--- src/rtl/fpa_pkg.sv ---
package fpa_pkg;

  localparam int FRAC_BITS = 8;
  localparam int DW        = 32;
  localparam int NUM_DIGIT = DW + FRAC_BITS;  // quotient bits developed
  localparam int QW        = NUM_DIGIT;
  localparam int MW        = DW;               // magnitude of divisor

  typedef enum logic [3:0] {
    OP_ADD = 4'd0, OP_SUB = 4'd1, OP_MUL = 4'd2, OP_DIV = 4'd3,
    OP_LT  = 4'd4, OP_LE  = 4'd5, OP_GT  = 4'd6, OP_GE  = 4'd7,
    OP_EQ  = 4'd8, OP_NE  = 4'd9, OP_MIN = 4'd10, OP_MAX = 4'd11,
    OP_INC = 4'd12, OP_DEC = 4'd13, OP_FINT = 4'd14, OP_TINT = 4'd15
  } op_t;

  // payload carried along the divider chain
  typedef struct packed {
    logic            vld;
    logic            is_div;
    logic            neg;        // quotient sign
    logic            dz;
    logic [QW-1:0]   num;        // dividend bits, shifted out MSB first
    logic [MW-1:0]   den;        // divisor magnitude
    logic [MW:0]     rem;        // partial remainder
    logic [QW-1:0]   quo;        // quotient bits, shifted in
    logic [DW-1:0]   res;        // non-divide result
    logic            cmp;
  } cell_t;

endpackage

--- src/rtl/fpa_front.sv ---
module fpa_front (
  input  logic                  clk,
  input  logic                  rst_n,
  input  logic                  en,
  input  logic                  vld,
  input  logic [3:0]            opcode,
  input  logic signed [fpa_pkg::DW-1:0] operand_a,
  input  logic signed [fpa_pkg::DW-1:0] operand_b,
  output fpa_pkg::cell_t        d_out
);
  import fpa_pkg::*;

  cell_t                 d_r, d_nxt;
  logic signed [2*DW-1:0] prod;
  logic [2*DW-1:0]       prod_sh;
  logic [DW-1:0]         ma, mb;

  // multiply is the one wide product here; registered before leaving
  always_comb begin
    prod    = operand_a * operand_b;
    prod_sh = 64'(prod >>> FRAC_BITS);
    ma = operand_a[DW-1] ? DW'(-operand_a) : operand_a;
    mb = operand_b[DW-1] ? DW'(-operand_b) : operand_b;
    d_nxt        = '0;
    d_nxt.vld    = vld;
    d_nxt.den    = mb;
    d_nxt.num    = {ma, {FRAC_BITS{1'b0}}};
    d_nxt.neg    = operand_a[DW-1] ^ operand_b[DW-1];
    case (op_t'(opcode))
      OP_ADD:  d_nxt.res = operand_a + operand_b;
      OP_SUB:  d_nxt.res = operand_a - operand_b;
      OP_MUL:  d_nxt.res = prod_sh[DW-1:0];
      OP_DIV: begin
        d_nxt.is_div = (operand_b != '0);
        d_nxt.dz     = (operand_b == '0);
      end
      OP_LT:   d_nxt.cmp = operand_a <  operand_b;
      OP_LE:   d_nxt.cmp = operand_a <= operand_b;
      OP_GT:   d_nxt.cmp = operand_a >  operand_b;
      OP_GE:   d_nxt.cmp = operand_a >= operand_b;
      OP_EQ:   d_nxt.cmp = operand_a == operand_b;
      OP_NE:   d_nxt.cmp = operand_a != operand_b;
      OP_MIN:  d_nxt.res = (operand_a < operand_b) ? operand_a : operand_b;
      OP_MAX:  d_nxt.res = (operand_a > operand_b) ? operand_a : operand_b;
      OP_INC:  d_nxt.res = operand_a + DW'(1);
      OP_DEC:  d_nxt.res = operand_a - DW'(1);
      OP_FINT: d_nxt.res = operand_a << FRAC_BITS;
      OP_TINT: d_nxt.res = operand_a >>> FRAC_BITS;
      default: d_nxt.res = '0;
    endcase
  end

  always_ff @(posedge clk) begin
    if (!rst_n) begin
      d_r.vld <= 1'b0;
    end else if (en) begin
      d_r <= d_nxt;
    end
  end

  assign d_out = d_r;
endmodule

--- config.mk ---
export PLATFORM = sky130hd
export DESIGN_NAME = fpa_front
export DESIGN_NICKNAME = d
export VERILOG_FILES = /design/src/rtl/fpa_pkg.sv /design/src/rtl/fpa_front.sv
export SDC_FILE = /design/constraint.sdc
export NUM_CORES = 2
export LEC_CHECK = 0
export ABC_AREA = 1
export BUFFER_PORTS_ARGS = -buffer_cell sky130_fd_sc_hd__buf_4
export CAP_MARGIN = 10
export CORE_AREA = 2 2 354 356
export DETAILED_ROUTE_END_ITERATION = 8
export DIE_AREA = 0 0 356 358
export PLACE_DENSITY = 0.44
export SLEW_MARGIN = 40
export SYNTH_ARGS = -nofsm -noshare
export SYNTH_HDL_FRONTEND = slang
export SYNTH_SLANG_ARGS = --single-unit
--- constraint.sdc ---
create_clock -name clk -period 25.8 [get_ports clk]
set_clock_uncertainty 0.15 [all_clocks]
set_input_delay 5.16 -clock clk [delete_from_list [all_inputs] [get_ports clk]]
set_output_delay 5.16 -clock clk [all_outputs]
set_load 0.01 [all_outputs]
Word-level counts from Yosys, hierarchy flattened

Cells that the tools add are included.
W data, S select, Z words.

Bits of input ports: 72
Bits in registers: 101
Latch bits: 0
ROM bits: 0
Memories: 0
Output and inout port bits: 182
Logic and storage cells: 49
RAM bits: 0

Add/sub/neg operators: 6
Multipliers: 1
Order comparisons: 4
Eq/ne operators: 17
Multiplexer cells: 6
Bitwise operators: 1
Divide/modulo/power cells: 0
Shifts and indexed selects: 0
Reduce and logical (&&, ||, !) cells: 4

Operator list:

| kind                    | number |
|---|---|
| $pmux W32 S9            | 1 |
| $mux W32                | 2 |
| $neg A32 Y32            | 2 |
| $mux W31                | 2 |
| $mul A32 B32 Y40        | 1 |
| $add A32 B2 Y32 const B | 1 |
| $add A32 B32 Y32        | 1 |
| $eq A32 B32 Y1          | 1 |
| $eq A4 B4 Y1 const B    | 8 |
| $ge A32 B32 Y1          | 1 |
| $gt A32 B32 Y1          | 1 |
| $le A32 B32 Y1          | 1 |
| $logic_not A32 Y1       | 1 |
| $lt A32 B32 Y1          | 1 |
| $ne A32 B32 Y1          | 1 |
| $reduce_bool A32 Y1     | 1 |
| $sub A32 B2 Y32 const B | 1 |
| $sub A32 B32 Y32        | 1 |
| $eq A4 B3 Y1 const B    | 4 |
| $eq A4 B2 Y1 const B    | 2 |
| $pmux W1 S6             | 1 |
| $eq A4 B1 Y1 const B    | 1 |
| $logic_not A4 Y1        | 1 |
| $reduce_and A2 Y1       | 1 |
| $xor A1 B1 Y1           | 1 |

Logic depth before layout (Yosys ltp)

Word-level depth: 3
Depth in mapped cells: 34
Depth with buffers taken out: 32

Least setup slack after synthesis

OpenSTA, ideal clock, no wires.

Path kind: input-to-reg
Start point: input port operand_b[11] (netlist bit)
End point: register d_r, in the netlist d_out[30], data pin
Stages on the path: 27
Path buffers: 3
Data required time: 25.394 ns
Path slack: 13.891 ns
Arrival time: 11.503 ns
Setup time: 0.256 ns
Cells stage by stage: clkbuf_1 > clkbuf_1 > buf_1 > nand2_1 > fa_1 > inv_1 > fa_1 > fa_1 > inv_1 > fa_1 > inv_1 > fa_1 > fa_1 > fa_1 > fa_1 > ha_1 > nand2_1 > nor2_1 > nand2_1 > nor4_1 > nand3_1 > nand3_1 > nand2_1 > nand3_1 > o21ai_0 > a21oi_1 > nand2_1

RTL lines:

| item                 | RTL line        | text |
|---|---|---|
| start, declared      | fpa_front.sv:8  | `input logic signed [fpa_pkg::DW-1:0] operand_b,` |
| end signal, assigned | fpa_front.sv:57 | `d_r <= d_nxt;` |
| end, declared        | fpa_front.sv:13 | `cell_t d_r, d_nxt;` |

==> flow_metrics.env <==
export IMPL_chipHeight_um=358
export IMPL_die_area_mm2=0.1274
export IMPL_grt_max_degree=45
export IMPL_cap_violations=0
export IMPL_grt_pass1_vias=33778
export IMPL_grt_usage_pct=23.72
export IMPL_synth_edf_count=100
export IMPL_min_path_cells=2
export IMPL_arrival_ns=12.36
export IMPL_cts_buffer_depth=2
export IMPL_ant_nets=0
export IMPL_cts_htree_levels=3
export IMPL_cp_data_required_time_ns=25.83
export IMPL_insertion_delay_ns=0.46
export IMPL_portBuffers=172
export IMPL_nets=6085
export IMPL_timing_final_crit_share_pct=47.78
export IMPL_drc=0
export IMPL_numCtsBuffers=9
export IMPL_core_mm2=0.1233
export IMPL_ys_dominant_reg_cell="edfxtp_1"
export IMPL_startpoint="operand_a[15]"
export IMPL_synth_cells=5151
export IMPL_cp_start_kind="input port"
export IMPL_cts_resized_gates=0
export IMPL_first_iter_violations=2439
export IMPL_cts_tree="yes"
export IMPL_firstDrtPassIters=5
export IMPL_avgRoutedWirePerCell_um=21.91
export IMPL_layout_drive_gt1_share_pct=5.511
export IMPL_vias=32391
export IMPL_tightest_slew_ns=0.8659
export IMPL_maxSlewViolCount=0
export IMPL_setup_slack_ns=13.47
export IMPL_hold_buffers=0
export IMPL_ys_ff_latch=101
export IMPL_gp_congestion=0.9388
export IMPL_cts_clk_slew_worst_paths_ns=0.10
export IMPL_n_fill_cell=13623
export IMPL_synth_common_cells="inv_1 (1365), nand2_1 (1354), fa_1 (644)"
export IMPL_synth_most_common_cell="inv_1"
export IMPL_synth_warnings=0
export IMPL_largest_reg_flops=101
export IMPL_cts_root_buf="clkbuf_16"
export IMPL_grt_ovfl_total=0
export IMPL_routed_via_density=4.782
export IMPL_ys_types=55
export IMPL_max_freq_ghz=0.08112
export IMPL_finalSetupViolations=0
export IMPL_die_x_um=356
export IMPL_area_delta_synth_final_pct=7.111
export IMPL_min_from="d_out[181]$_SDFFE_PN0P_"
export IMPL_rr_startpoint="d_out[181]$_SDFFE_PN0P_"
export IMPL_dpl_hpwl_mm=114.3
export IMPL_post_cts_buffers=0
export IMPL_syn_area_mm2=0.03690
export IMPL_place_ws_ns=13.04
export IMPL_fp_row_count=129
export IMPL_relSlewSlack_pct=41.74
export IMPL_synth_area_leaders="fa_1 (35%), inv_1 (14%), nand2_1 (14%)"
export IMPL_routed_wirelength_mm=148.4
export IMPL_synth_top_area_share_pct=34.94
export IMPL_hp_class="reg2reg"
export IMPL_finalSetupTns_ns=0
export IMPL_async_flop_share_pct=0
export IMPL_antenna_found_initial=9
export IMPL_yosys_area_top_type="fa_1"
export IMPL_crit_type="in2reg"
export IMPL_critPathMaxFanout=18
export IMPL_final_hold_violation_count=0
export IMPL_rsz0062_at_grt="false"
export IMPL_grt_pass1_wl_mm=222.1
export IMPL_initial_core_util_pct=29.92
export IMPL_reg2reg_depth=2
export IMPL_ios=254
export IMPL_critPathCaptureType="flip-flop"
export IMPL_min_period_ns=12.33
export IMPL_synth_seq_area_share_pct=8.193
export IMPL_outcome="finished clean"
export IMPL_cts_sinks=101
export IMPL_syn_avg_cell_area_um2=7.163
[per-layer routing]
layer | up-vias | track usage, % | part of all wire [%]
met3 | 171 | 2.611 | 5.3
met4 | 2 | 7.772 | 3.5
li1 | 14951 | - | -
met5 | - | 0 | 0.010
met2 | 969 | 39.28 | 46
met1 | 16298 | 32.29 | 45
[final cells by class]
type                            count  area [um^2]  share of cell area (%)
Inverter                         1381         5186                   13.12
Timing Repair Buffer              193         1461                   3.698
Antenna cell                        1        2.502                0.006332
Clock inverter                      7        91.34                  0.2311
Clock buffer                        9        225.2                  0.5699
Multi-Input combinational cell   3444        27480                   69.54
Tap cell                         1637         2048                   5.183
Sequential cell                   101         3023                   7.649
[cells in the final DEF (no fill, tap or decap), types with 3 or more instances in the layout]
| cell type | instances |
|---|---|
| and3_1 | 3 |
| nor2_2 | 9 |
| nor4_1 | 9 |
| inv_8 | 3 |
| nand3b_1 | 15 |
| a22oi_2 | 10 |
| nor3_1 | 31 |
| fa_1 | 644 |
| ha_1 | 239 |
| o221ai_1 | 3 |
| o21ai_0 | 164 |
| a21boi_0 | 8 |
| or2_2 | 7 |
| conb_1 | 81 |
| inv_1 | 1362 |
| a21o_1 | 17 |
| xnor2_1 | 12 |
| clkbuf_16 | 9 |
| nor2_4 | 3 |
| buf_4 | 192 |
| nand2_4 | 3 |
| a21oi_1 | 154 |
| nand2_2 | 12 |
| o22ai_1 | 18 |
| edfxtp_1 | 100 |
| o21bai_1 | 20 |
| xor2_1 | 58 |
| o21a_1 | 5 |
| nor2_1 | 262 |
| inv_2 | 16 |
| nand3_1 | 175 |
| a31oi_1 | 18 |
| o21ai_1 | 7 |
| nand4_1 | 46 |
| nand2_1 | 1354 |
| o211ai_1 | 25 |
| a22oi_1 | 13 |
[logic make-up (layout without fill, tap and decap cells)]
logic type | count (synthesis) | after routing | share of synthesized area [%]
AOI/OAI and AO/OA | 471 | 471 | 7.454
xor gates and xnor gates | 70 | 70 | 1.662
adders and majority gates | 883 | 883 | 43.05
buffers and inverters | 1686 | 1590 | 18.16
DFF | 101 | 101 | 8.193
other | 1 | 82 | 0.01016
and+or+nand+nor | 1939 | 1939 | 21.48
[metrics by stage]
step	area [um^2]	utilization, %	instances	hold WS (ns)
finish	39520	32.05	6773	0.3994
global route	39520	32.05	6772	0.4390
CTS	39520	32.05	6772	0.4037
detailed placement	39200	31.79	6756	0.3841
global placement	39180	31.77	6755	0.3832
floorplan	37200	-	5231	0.4053
[final timing paths]
kind	slack, ns	end
worst min-delay path	0.40	d_out[181]$_SDFFE_PN0P_
worst max-delay path	13.47	d_out[16]$_DFFE_PP_
worst max register to register	25.03	d_out[181]$_SDFFE_PN0P_
worst min register to register	0.40	d_out[181]$_SDFFE_PN0P_
[worst max-delay path, cell delays in order]
cell and delay [ns]:
buf_4 0.29, buf_4 0.38, nand2_1 0.10, inv_1 0.10
fa_1 0.44, fa_1 0.50, inv_1 0.05, fa_1 0.47
fa_1 0.54, inv_1 0.05, fa_1 0.50, inv_1 0.06
fa_1 0.53, inv_1 0.05, fa_1 0.54, fa_1 0.43
ha_1 0.40, nand2_1 0.14, nor2_1 0.18, nand2_1 0.09
nor4_1 0.35, nand2_1 0.09, nand3_1 0.15, a21oi_1 0.08
o21ai_0 0.23, nand3b_1 0.14, nor2_1 0.13, nand3_1 0.15
Power is left out: the tool's default activity adds up to more than one toggle a clock period on the data nets, which glitch-free logic cannot reach.
