==> config.mk <==
export PLATFORM = sky130hd
export DESIGN_NAME = fpa_cell
export DESIGN_NICKNAME = d
export VERILOG_FILES = /design/src/rtl/fpa_pkg.sv /design/src/rtl/fpa_cell.sv
export SDC_FILE = /design/constraint.sdc
export NUM_CORES = 1
export LEC_CHECK = 0
export ABC_CLOCK_PERIOD_IN_PS = 5600
export BUFFER_PORTS_ARGS = -buffer_cell sky130_fd_sc_hd__buf_4
export CAP_MARGIN = 40
export CORE_MARGIN = 5
export CORE_UTILIZATION = 23
export CTS_BUF_LIST = sky130_fd_sc_hd__clkbuf_8
export CTS_CLUSTER_SIZE = 10
export DETAILED_ROUTE_END_ITERATION = 12
export GPL_ROUTABILITY_DRIVEN = 0
export GPL_TIMING_DRIVEN = 0
export RECOVER_POWER = 50
export SLEW_MARGIN = 40
export SYNTH_ARGS = -nofsm -noshare
export SYNTH_HDL_FRONTEND = slang
export SYNTH_SLANG_ARGS = --single-unit
==> constraint.sdc <==
create_clock -name clk -period 5.6 [get_ports clk]
set_input_delay 0.56 -clock clk [delete_from_list [all_inputs] [get_ports clk]]
set_output_delay 0.56 -clock clk [all_outputs]
set_load 0.05 [all_outputs]
==> src/rtl/fpa_pkg.sv <==
package fpa_pkg;

  localparam int FRAC_BITS = 8;
  localparam int DW        = 32;
  localparam int NUM_DIGIT = DW + FRAC_BITS;  // quotient bits developed
  localparam int QW        = NUM_DIGIT;
  localparam int MW        = DW;               // magnitude of divisor

  typedef enum logic [3:0] {
    OP_ADD = 4'd0, OP_SUB = 4'd1, OP_MUL = 4'd2, OP_DIV = 4'd3,
    OP_LT  = 4'd4, OP_LE  = 4'd5, OP_GT  = 4'd6, OP_GE  = 4'd7,
    OP_EQ  = 4'd8, OP_NE  = 4'd9, OP_MIN = 4'd10, OP_MAX = 4'd11,
    OP_INC = 4'd12, OP_DEC = 4'd13, OP_FINT = 4'd14, OP_TINT = 4'd15
  } op_t;

  // payload carried along the divider chain
  typedef struct packed {
    logic            vld;
    logic            is_div;
    logic            neg;        // quotient sign
    logic            dz;
    logic [QW-1:0]   num;        // dividend bits, shifted out MSB first
    logic [MW-1:0]   den;        // divisor magnitude
    logic [MW:0]     rem;        // partial remainder
    logic [QW-1:0]   quo;        // quotient bits, shifted in
    logic [DW-1:0]   res;        // non-divide result
    logic            cmp;
  } cell_t;

endpackage

==> src/rtl/fpa_cell.sv <==
module fpa_cell (
  input  logic          clk,
  input  logic          rst_n,
  input  logic          en,
  input  fpa_pkg::cell_t d_in,
  output fpa_pkg::cell_t d_out
);
  import fpa_pkg::*;

  cell_t         d_out_r, d_out_nxt;
  logic [MW:0]   trial;
  logic [MW+1:0] diff;

  // one restoring-division step per cell
  always_comb begin
    d_out_nxt = d_in;
    trial = {d_in.rem[MW-1:0], d_in.num[QW-1]};
    diff  = {1'b0, trial} - {2'b00, d_in.den};
    d_out_nxt.num = {d_in.num[QW-2:0], 1'b0};
    if (!diff[MW+1]) begin
      d_out_nxt.rem = diff[MW:0];
      d_out_nxt.quo = {d_in.quo[QW-2:0], 1'b1};
    end else begin
      d_out_nxt.rem = trial;
      d_out_nxt.quo = {d_in.quo[QW-2:0], 1'b0};
    end
  end

  always_ff @(posedge clk) begin
    if (!rst_n) begin
      d_out_r.vld <= 1'b0;
    end else if (en) begin
      d_out_r <= d_out_nxt;
    end
  end

  assign d_out = d_out_r;
endmodule

* Yosys cells after proc, flatten, opt, wreduce, memory -nomap -nowiden *
Cells that the tools add are included.

cells by class
  add/sub/neg operators = 1
  multiplexer cells = 1
  reductions and logical operators = 1

operator list
  cell              count
  $mux 73           1
  $sub 33x32->34    1
  $reduce_and 2->1  1

storage, ports and cells
  bits in registers = 181
  bits of input ports = 185
  logic and storage cells = 13

* Logic depth before layout (Yosys ltp) *
Gate-level depths: netlist of the first run.

  depth in word-level cells = 2
  gate-level depth with buffers = 13
  depth with buffers taken out = 12

* Worst setup path after synthesis of the first run *
No wires, ideal clock.

  path type = input to register
  start = in en
  end = reg d_out_r, in the netlist d_out[0] (enable)
  library setup time = 0.561 ns
  arrival = 4.652 ns
  data required time = 5.039 ns
  slack = 0.387 ns
  stages = 1
  cell sequence = and2_1

between the ends
  longest elaborated chain between the ends = 1

ends and longest elaborated chain
  what                        line            RTL
  start, declared             fpa_cell.sv:4   input logic en,
  $reduce_and 2->1 (no line)  -
  end signal, assigned        fpa_cell.sv:33  d_out_r <= d_out_nxt;
  end, declared               fpa_cell.sv:10  cell_t d_out_r, d_out_nxt;

Every way passes these cells.
A chain may end at the register's enable or synchronous reset.

* Worst setup path after layout of the first run *
  start = in en
  end = reg d_out_r, in the netlist d_out[17] (enable)

Same word-level chain as after synthesis.

==> results.md, run 1 <==
- Clock power frac: approximately 24%
- CTS tree: built
- Largest register FFs: 181
- Max Freq: roughly 240 MHz
- Peak VDD IR: roughly 0.14 mV
- Post-synth top area share: between 60% and 70%
- Final #Nets: approximately 1100
- Filler cell count: between 3000 and 4000
- Total global routing overflow: 0
- CP Class: in2reg
- NetSw: about 1.2 mW
- Leakage power: approximately 5 nW
- Worst path arrival time: 4220 ps
- CP Capture Type: flop
- Worst EP required: between 5000 and 6000 ps
- Clk_lat worst skew: about 480 ps
- Post-route insts no fill: around 1400
- Outcome: finished, violations left
- Vias in the first global route: 5945
- Antenna diodes: 0
- Part of the power in registers: between 40% and 50%
- Layout cell share with drive strength beyond 1: between 40% and 50%
- Area Growth Syn to Fin: 46.1%
- TritonRoute pass-1 iters: 4
- Number of CTS-inserted buffers: 17
- Post-synth EDFFs: 180
- Routed WL: 25.5 mm
- Io pins: around 370
- Slew Viols, Final: 74
- Post-synthesis cell area: between 7000 and 8000 um2
- Post-route DRC violation count: 0
- Tot GR Track Use: a little over an eighth
- PostCTS Resize Cnt: 0
- Area of the core: around 34000 um2
- Min-delay worst type: in2reg
- H-Tree Depth: 4
- Sw Ratio: about 34%
- Failing checks: max-capacitance violations, max-slew violations
- Syn Area/Cell: around 16 um2
- Routed vias: about 5700
- Max-cap violations: 2
- Seq/Total Area, Yosys: between 60% and 70%
- Max FO, Critical Path: 38
- Post-placement cell count: 1323
- Synth top area cells: edfxtp_1 69%, mux2_4 5.1%, ha_1 5.1%, xnor2_1 2.1%, a21o_1 2.0%
- Clock transition at path regs: approximately 100 ps
- Metal2 WL: around 13 mm
- Syn. warnings: 0
- Routed Antenna Nets: 0
- CTS root buf: clkbuf_8
- Maximum clock insertion buffer count: 2
- Internal: ~2.3 mW
- Setup crit start kind: input pin
- Post-Synthesis Cells: around 510
- Setup-failing EPs final: 0
- Syn_nets: between 700 and 800
- Top Layer Used: met5
- Clock skew: 0 ps
- DR iter-0 viols: 262
- Fin crit share: ~74%
- Via/cell ratio: around 4.2
- Hold Vio Cnt, Final: 0
- Hold_ws: between 200 and 300 ps
- Ys async rst share: 0%
- Cell Rows: 67
- DR WL met3: approximately 2.3 mm
- Largest area contributor in the netlist: edfxtp_1
- Initial core utilization: roughly a quarter
- CTS sink cnt: 181
- Global-route wire length before repair: roughly 37 mm
- Yosys reg bits: 181
- Initial antenna violation count: 2
- Unrepaired setup endpoints after global routing: no
- Die area: ~38000 um2
- Minimum clock period: approximately 4200 ps
- Combinational power share: ~28%
- Setup Fix Bufs, Post-CTS: 0
- R2R setup slack: approximately 5000 ps
- PwrDens: 302 nW/um2
- Port bufs: 363
- DR WL/cell: approximately 19 um
- Top_reg_cell synth: edfxtp_1
- M1 wire length: about 9.9 mm
- Slew Limit Headroom: -40.2%
- Netlist cell types: just under 60
- Measured slew at the worst slew-check pin: ~2100 ps
- Hold Buf Count CTS: 0
- Largest net degree at the start of global routing: 44
- HPWL after DPL: between 20 and 25 mm
- Height of the die: 195 um
- Chip width: between 150 and 200 um
cell usage in the layout (no fill, tap or decap), types with 8 or more instances in the layout:
cell | Yosys | layout
nand2_1 | 12 | 12
mux2_4 | 27 | 27
clkbuf_1 | 10 | 29
ha_1 | 32 | 32
inv_1 | 42 | 42
o21ai_0 | 18 | 18
a21o_1 | 21 | 21
nor2_1 | 18 | 18
xor2_1 | 10 | 10
edfxtp_1 | 180 | 180
buf_4 | 1 | 217
clkbuf_4 | 0 | 131
xnor2_1 | 19 | 19
clkbuf_8 | 0 | 17
nand3_1 | 8 | 8
a21oi_1 | 25 | 25
Yosys cell counts, drive strengths merged (3+ instances only):
library cell and number:
clkbuf 10, and3 6, o21ai 19, nand3 8, ha 32, nand2 12, o31ai 3, nor2 18
xnor2 19, inv 43, a21boi 5, edfxtp 180, mux2i 3, and2 3, xor2 10, a31oi 4
nand4 6, a21o 21, a21oi 26, buf 5, o21a 3, a211oi 3, o21bai 3, mux2 30
per-layer routing:
layer	track usage (%)	vias up
li1	-	2689
met1	14.8	2715
met2	23.0	236
met3	4.91	24
met4	3.72	4
met5	0	-
worst max-delay path: stages:
cell	delay, ps
clkbuf_4	110
and2_0	930
clkbuf_1	1100
clkbuf_1	1490
final cells by class:
class / instances / area, um2 / share of cell area, %
Sequential cell: 181 / 5430 / 47.1
Timing Repair Buffer: 368 / 2720 / 23.6
Multi-Input combinational cell: 268 / 2220 / 19.2
Tap cell: 448 / 561 / 4.86
Clock buffer: 17 / 234 / 2.03
Inverter: 43 / 161 / 1.40
Clock inverter: 15 / 126 / 1.10
Buffer: 15 / 83.8 / 0.727
power by group through the flow:
stage               Sequential (mW)  Combinational [mW]  Clock [mW]
floorplan                      2.03               0.300           0
global placement               1.69               0.996           0
detailed placement             1.67                1.01           0
CTS                            1.64                1.01       0.890
global route                   1.65                1.04       0.945
finish                         1.64               0.988       0.845
stage by stage:
step                instance area (um2)  total power, mW  setup slack (ps)  utilization (%)  setup TNS, ps
finish                            11500             3.48              1450             34.2              0
global route                      11500             3.64              1150             34.2              0
CTS                               11600             3.55              2140             34.5              0
detailed placement                11300             2.68              1590             33.5              0
global placement                  11200             2.68             -1760             33.2        -310640
floorplan                          7890             2.33               387                -              0
path summary, 6_finish.rpt:
path                      to        from  cells past startpoint
setup reg to reg  d_out[181]  d_out[181]                      2
hold / removal     d_out[31]    d_in[31]                      1
hold reg to reg   d_out[181]  d_out[181]                      2
setup / recovery   d_out[17]          en                      4
kinds of logic after synthesis:
logic type | count (synthesis) | synth area share [%]
flops | 181 | 68.8
other cells | 1 | 0.0476
buf+inv | 58 | 3.11
simple gates | 67 | 4.33
mux | 33 | 5.95
fa+ha+maj | 33 | 5.33
compound gates | 105 | 9.22
xor+xnor | 29 | 3.22
No activity file was read; power rests on OpenSTA's default activity.
==> run 2, diff against run 1 <==
- ABC_CLOCK_PERIOD_IN_PS: 5600 -> 3400
- clock period: 5.6 -> 3.4 ns (I/O delays scaled with it)
==> results.md, run 2 (same netlist as run 1, synthesis figures left out) <==
- Outcome: finished, violations left (unchanged)
- Failing checks: max-capacitance violations, max-slew violations (unchanged)
- R2R cell count: 2 (unchanged)
- Critical R2R Launch: d_out[181] (unchanged)
- Worst path arrival time: 3510 ps (was 4220 ps)
- Worst r2r dst: d_out[181] (unchanged)
- Hold Vio Cnt, Final: 0 (unchanged)
- Max Freq: between 300 and 400 MHz
- Slew Viols, Final: 28 (was 74)
- Tot GR Track Use: 14.0% (was 13.0%)
- Area of the core: 33700 um2 (unchanged)
- NetSw: 2.00 mW (was 1.18 mW)
- Peak VDD IR: 0.242 mV (was 0.136 mV)
- Unrepaired setup endpoints after global routing: no (unchanged)
- R2R setup slack: 2800 ps (was 5010 ps)
- Clk_lat worst skew: 470 ps (was 480 ps)
- Met3 usage: 4.76% (was 4.91%)
- Most common cell after layout, fill and taps aside: buf_4 (unchanged)
- Max FO, Critical Path: 10 (was 38)
- Post-route DRC violation count: 0 (unchanged)
- Largest register FFs: 181 (unchanged)
- CP Class: in2reg (unchanged)
- H-Tree Depth: 4 (unchanged)
- Port bufs: 363 (unchanged)
- TritonRoute pass-1 iters: 6 (was 4)
- Fin crit share: 96.6%
- Die area: 38100 um2 (unchanged)
- Io pins: 367 (unchanged)
- DR iter-0 viols: 273 (was 262)
- Clock skew: 0 ps (unchanged)
- CTS sink cnt: 181 (unchanged)
- Post-route insts no fill: 1493 (was 1355)
- Largest net degree at the start of global routing: 46 (was 44)
- Routed WL: 27.3 mm (was 25.5 mm)
- Most Crowded Layer GR: met2 (unchanged)
- CP Capture Type: flop (unchanged)
- Minimum clock period: 3280 ps
- Sw Ratio: 32.6% (was 33.9%)
- Height of the die: 195 um (unchanged)
- Post-Route Utilization: 38.6% (was 34.2%)
- Internal: 4.13 mW (was 2.30 mW)
- Max-cap violations: 1 (was 2)
- Chip width: 195 um (unchanged)
- Number of CTS-inserted buffers: 17 (unchanged)
- Setup crit start kind: input pin (unchanged)
- Routed vias: 6180 (was 5668)
- Leakage power: 5.55 nW (was 4.91 nW)
- Via/cell ratio: 4.14 (was 4.18)
- Setup-failing EPs final: 0 (unchanged)
- Initial antenna violation count: 1 (was 2)
- PwrDens: 471 nW/um2 (was 302 nW/um2)
- Combinational power share: 29.0% (was 28.4%)
- Routed Antenna Nets: 0 (unchanged)
- Worst EP required: 3620 ps (was 5670 ps)
- Clock transition at path regs: 90 ps (was 100 ps)
- Global-route wire length before repair: 40.8 mm (was 37.3 mm)
- Global Route met2 Usage: 25.0% (was 23.0%)
- Grt met1 use: 15.9% (was 14.8%)
- Initial core utilization: 23.4% (unchanged)
- HPWL after DPL: 20.3 mm (was 20.7 mm)
- Clock power frac: 26.8% (was 24.3%)
- DR WL/cell: 18.3 um (was 18.8 um)
- Part of the power in registers: 44.2% (was 47.3%)
- CTS root buf: clkbuf_8 (unchanged)
- Cell Rows: 67 (unchanged)
- Total global routing overflow: 0 (unchanged)
- Slew Limit Headroom: -36.9% (was -40.2%)
- Area Growth Syn to Fin: 65.0% (was 46.1%)
- Final #Nets: 1249 (was 1112)
- Crit path to: d_out[92] (was d_out[17])
- Vias in the first global route: 6669 (was 5945)
- CTS tree: built (unchanged)
- Most frequent cells in the layout: 221 x buf_4, 180 x edfxtp_1, 136 x dlygate4sd3_1 (was 217 x buf_4, 180 x edfxtp_1, 131 x clkbuf_4)
- Measured slew at the worst slew-check pin: 2050 ps (was 2100 ps)
- Tot Pwr: 6.13 mW (was 3.48 mW)
- Post-placement cell count: 1322 (was 1323)
- Maximum clock insertion buffer count: 2 (unchanged)
- Worst setup startpoint: d_in[110] (was en)
- Min-delay worst type: in2reg (unchanged)
- Layout cell share with drive strength beyond 1: 41.2% (was 46.4%)
-- run 2: changes by cell type in the layout (fill, tap and decap cells not counted), moves of 4 or more --
| cell | delta |
|---|---|
| inv_6 | +4 |
| clkinvlp_4 | -4 |
| buf_4 | +4 |
| dlygate4sd3_1 | +136 |
-- run 2: repair_timing --
item,4_1_cts,5_1_grt
setup buffers,0,2
endpoints found under the hold margin,134,2
setup endpoints to repair,0,27
gates resized for setup,0,6
hold buffers,134,2
-- run 2: stage by stage --
step / cell area, um2 / hold slack, ps / TNS (ps) / setup slack (ps)
floorplan: 7890 / 439 / 0 / 393
global placement: 11200 / 505 / -137230 / -760
detailed placement: 11300 / 519 / -5460 / -299
CTS: 13000 / 0.0683 / 0 / 22.4
global route: 13000 / 27.7 / 0 / 6.19
finish: 13000 / 83.6 / 0 / 116
-- run 2: area by class of cell --
type / count / area [um2]
antenna: 1 / 2.50
buffer: 15 / 83.8
clock buffer: 17 / 234
clock inverter: 15 / 211
fill: 3221 / 20700
inverter: 43 / 161
multi-input combinational: 268 / 2240
sequential: 181 / 5430
tap: 448 / 561
timing repair buffer: 505 / 4090
-- run 2: critical path: stages --
cell and delay, ps:
dlygate4sd3_1 540, buf_4 110, inv_1 40, ha_1 220, a21o_1 220, a211oi_4 290, a21oi_1 190, a21o_1 270
a41o_1 290, o31ai_4 350, inv_2 130, buf_6 190, mux2_4 310
-- run 2: how the worst min path moves through the flow --
stage / start / endpoint / slack, ps / cells past startpoint
6_report: d_in[125] / d_out[125] / 80 / 1
5_1_grt: d_in[125] / d_out[125] / 30 / 1
4_1_cts: d_in[10] / d_out[10] / 0.07 / 1
3_5_place_dp: d_in[55] / d_out[56] / 520 / 1
3_3_place_gp: d_out[181] / d_out[181] / 500 / 2
2_1_floorplan: d_in[0] / d_out[0] / 440 / 0
-- run 2: power by group through the flow --
stage | Clock, mW | Sequential, mW | Combinational, mW
finish | 1.64 | 2.71 | 1.78
global route | 1.81 | 2.72 | 1.88
CTS | 1.71 | 2.70 | 1.80
detailed placement | 0 | 2.75 | 1.66
global placement | 0 | 2.76 | 1.64
floorplan | 0 | 3.34 | 0.494
-- run 2: routing by layer --
layer  wire (um)  up-vias
met5           0        -
met4         483        0
met3        2040       24
met2       13900      244
met1       10800     2947
li1            -     2965
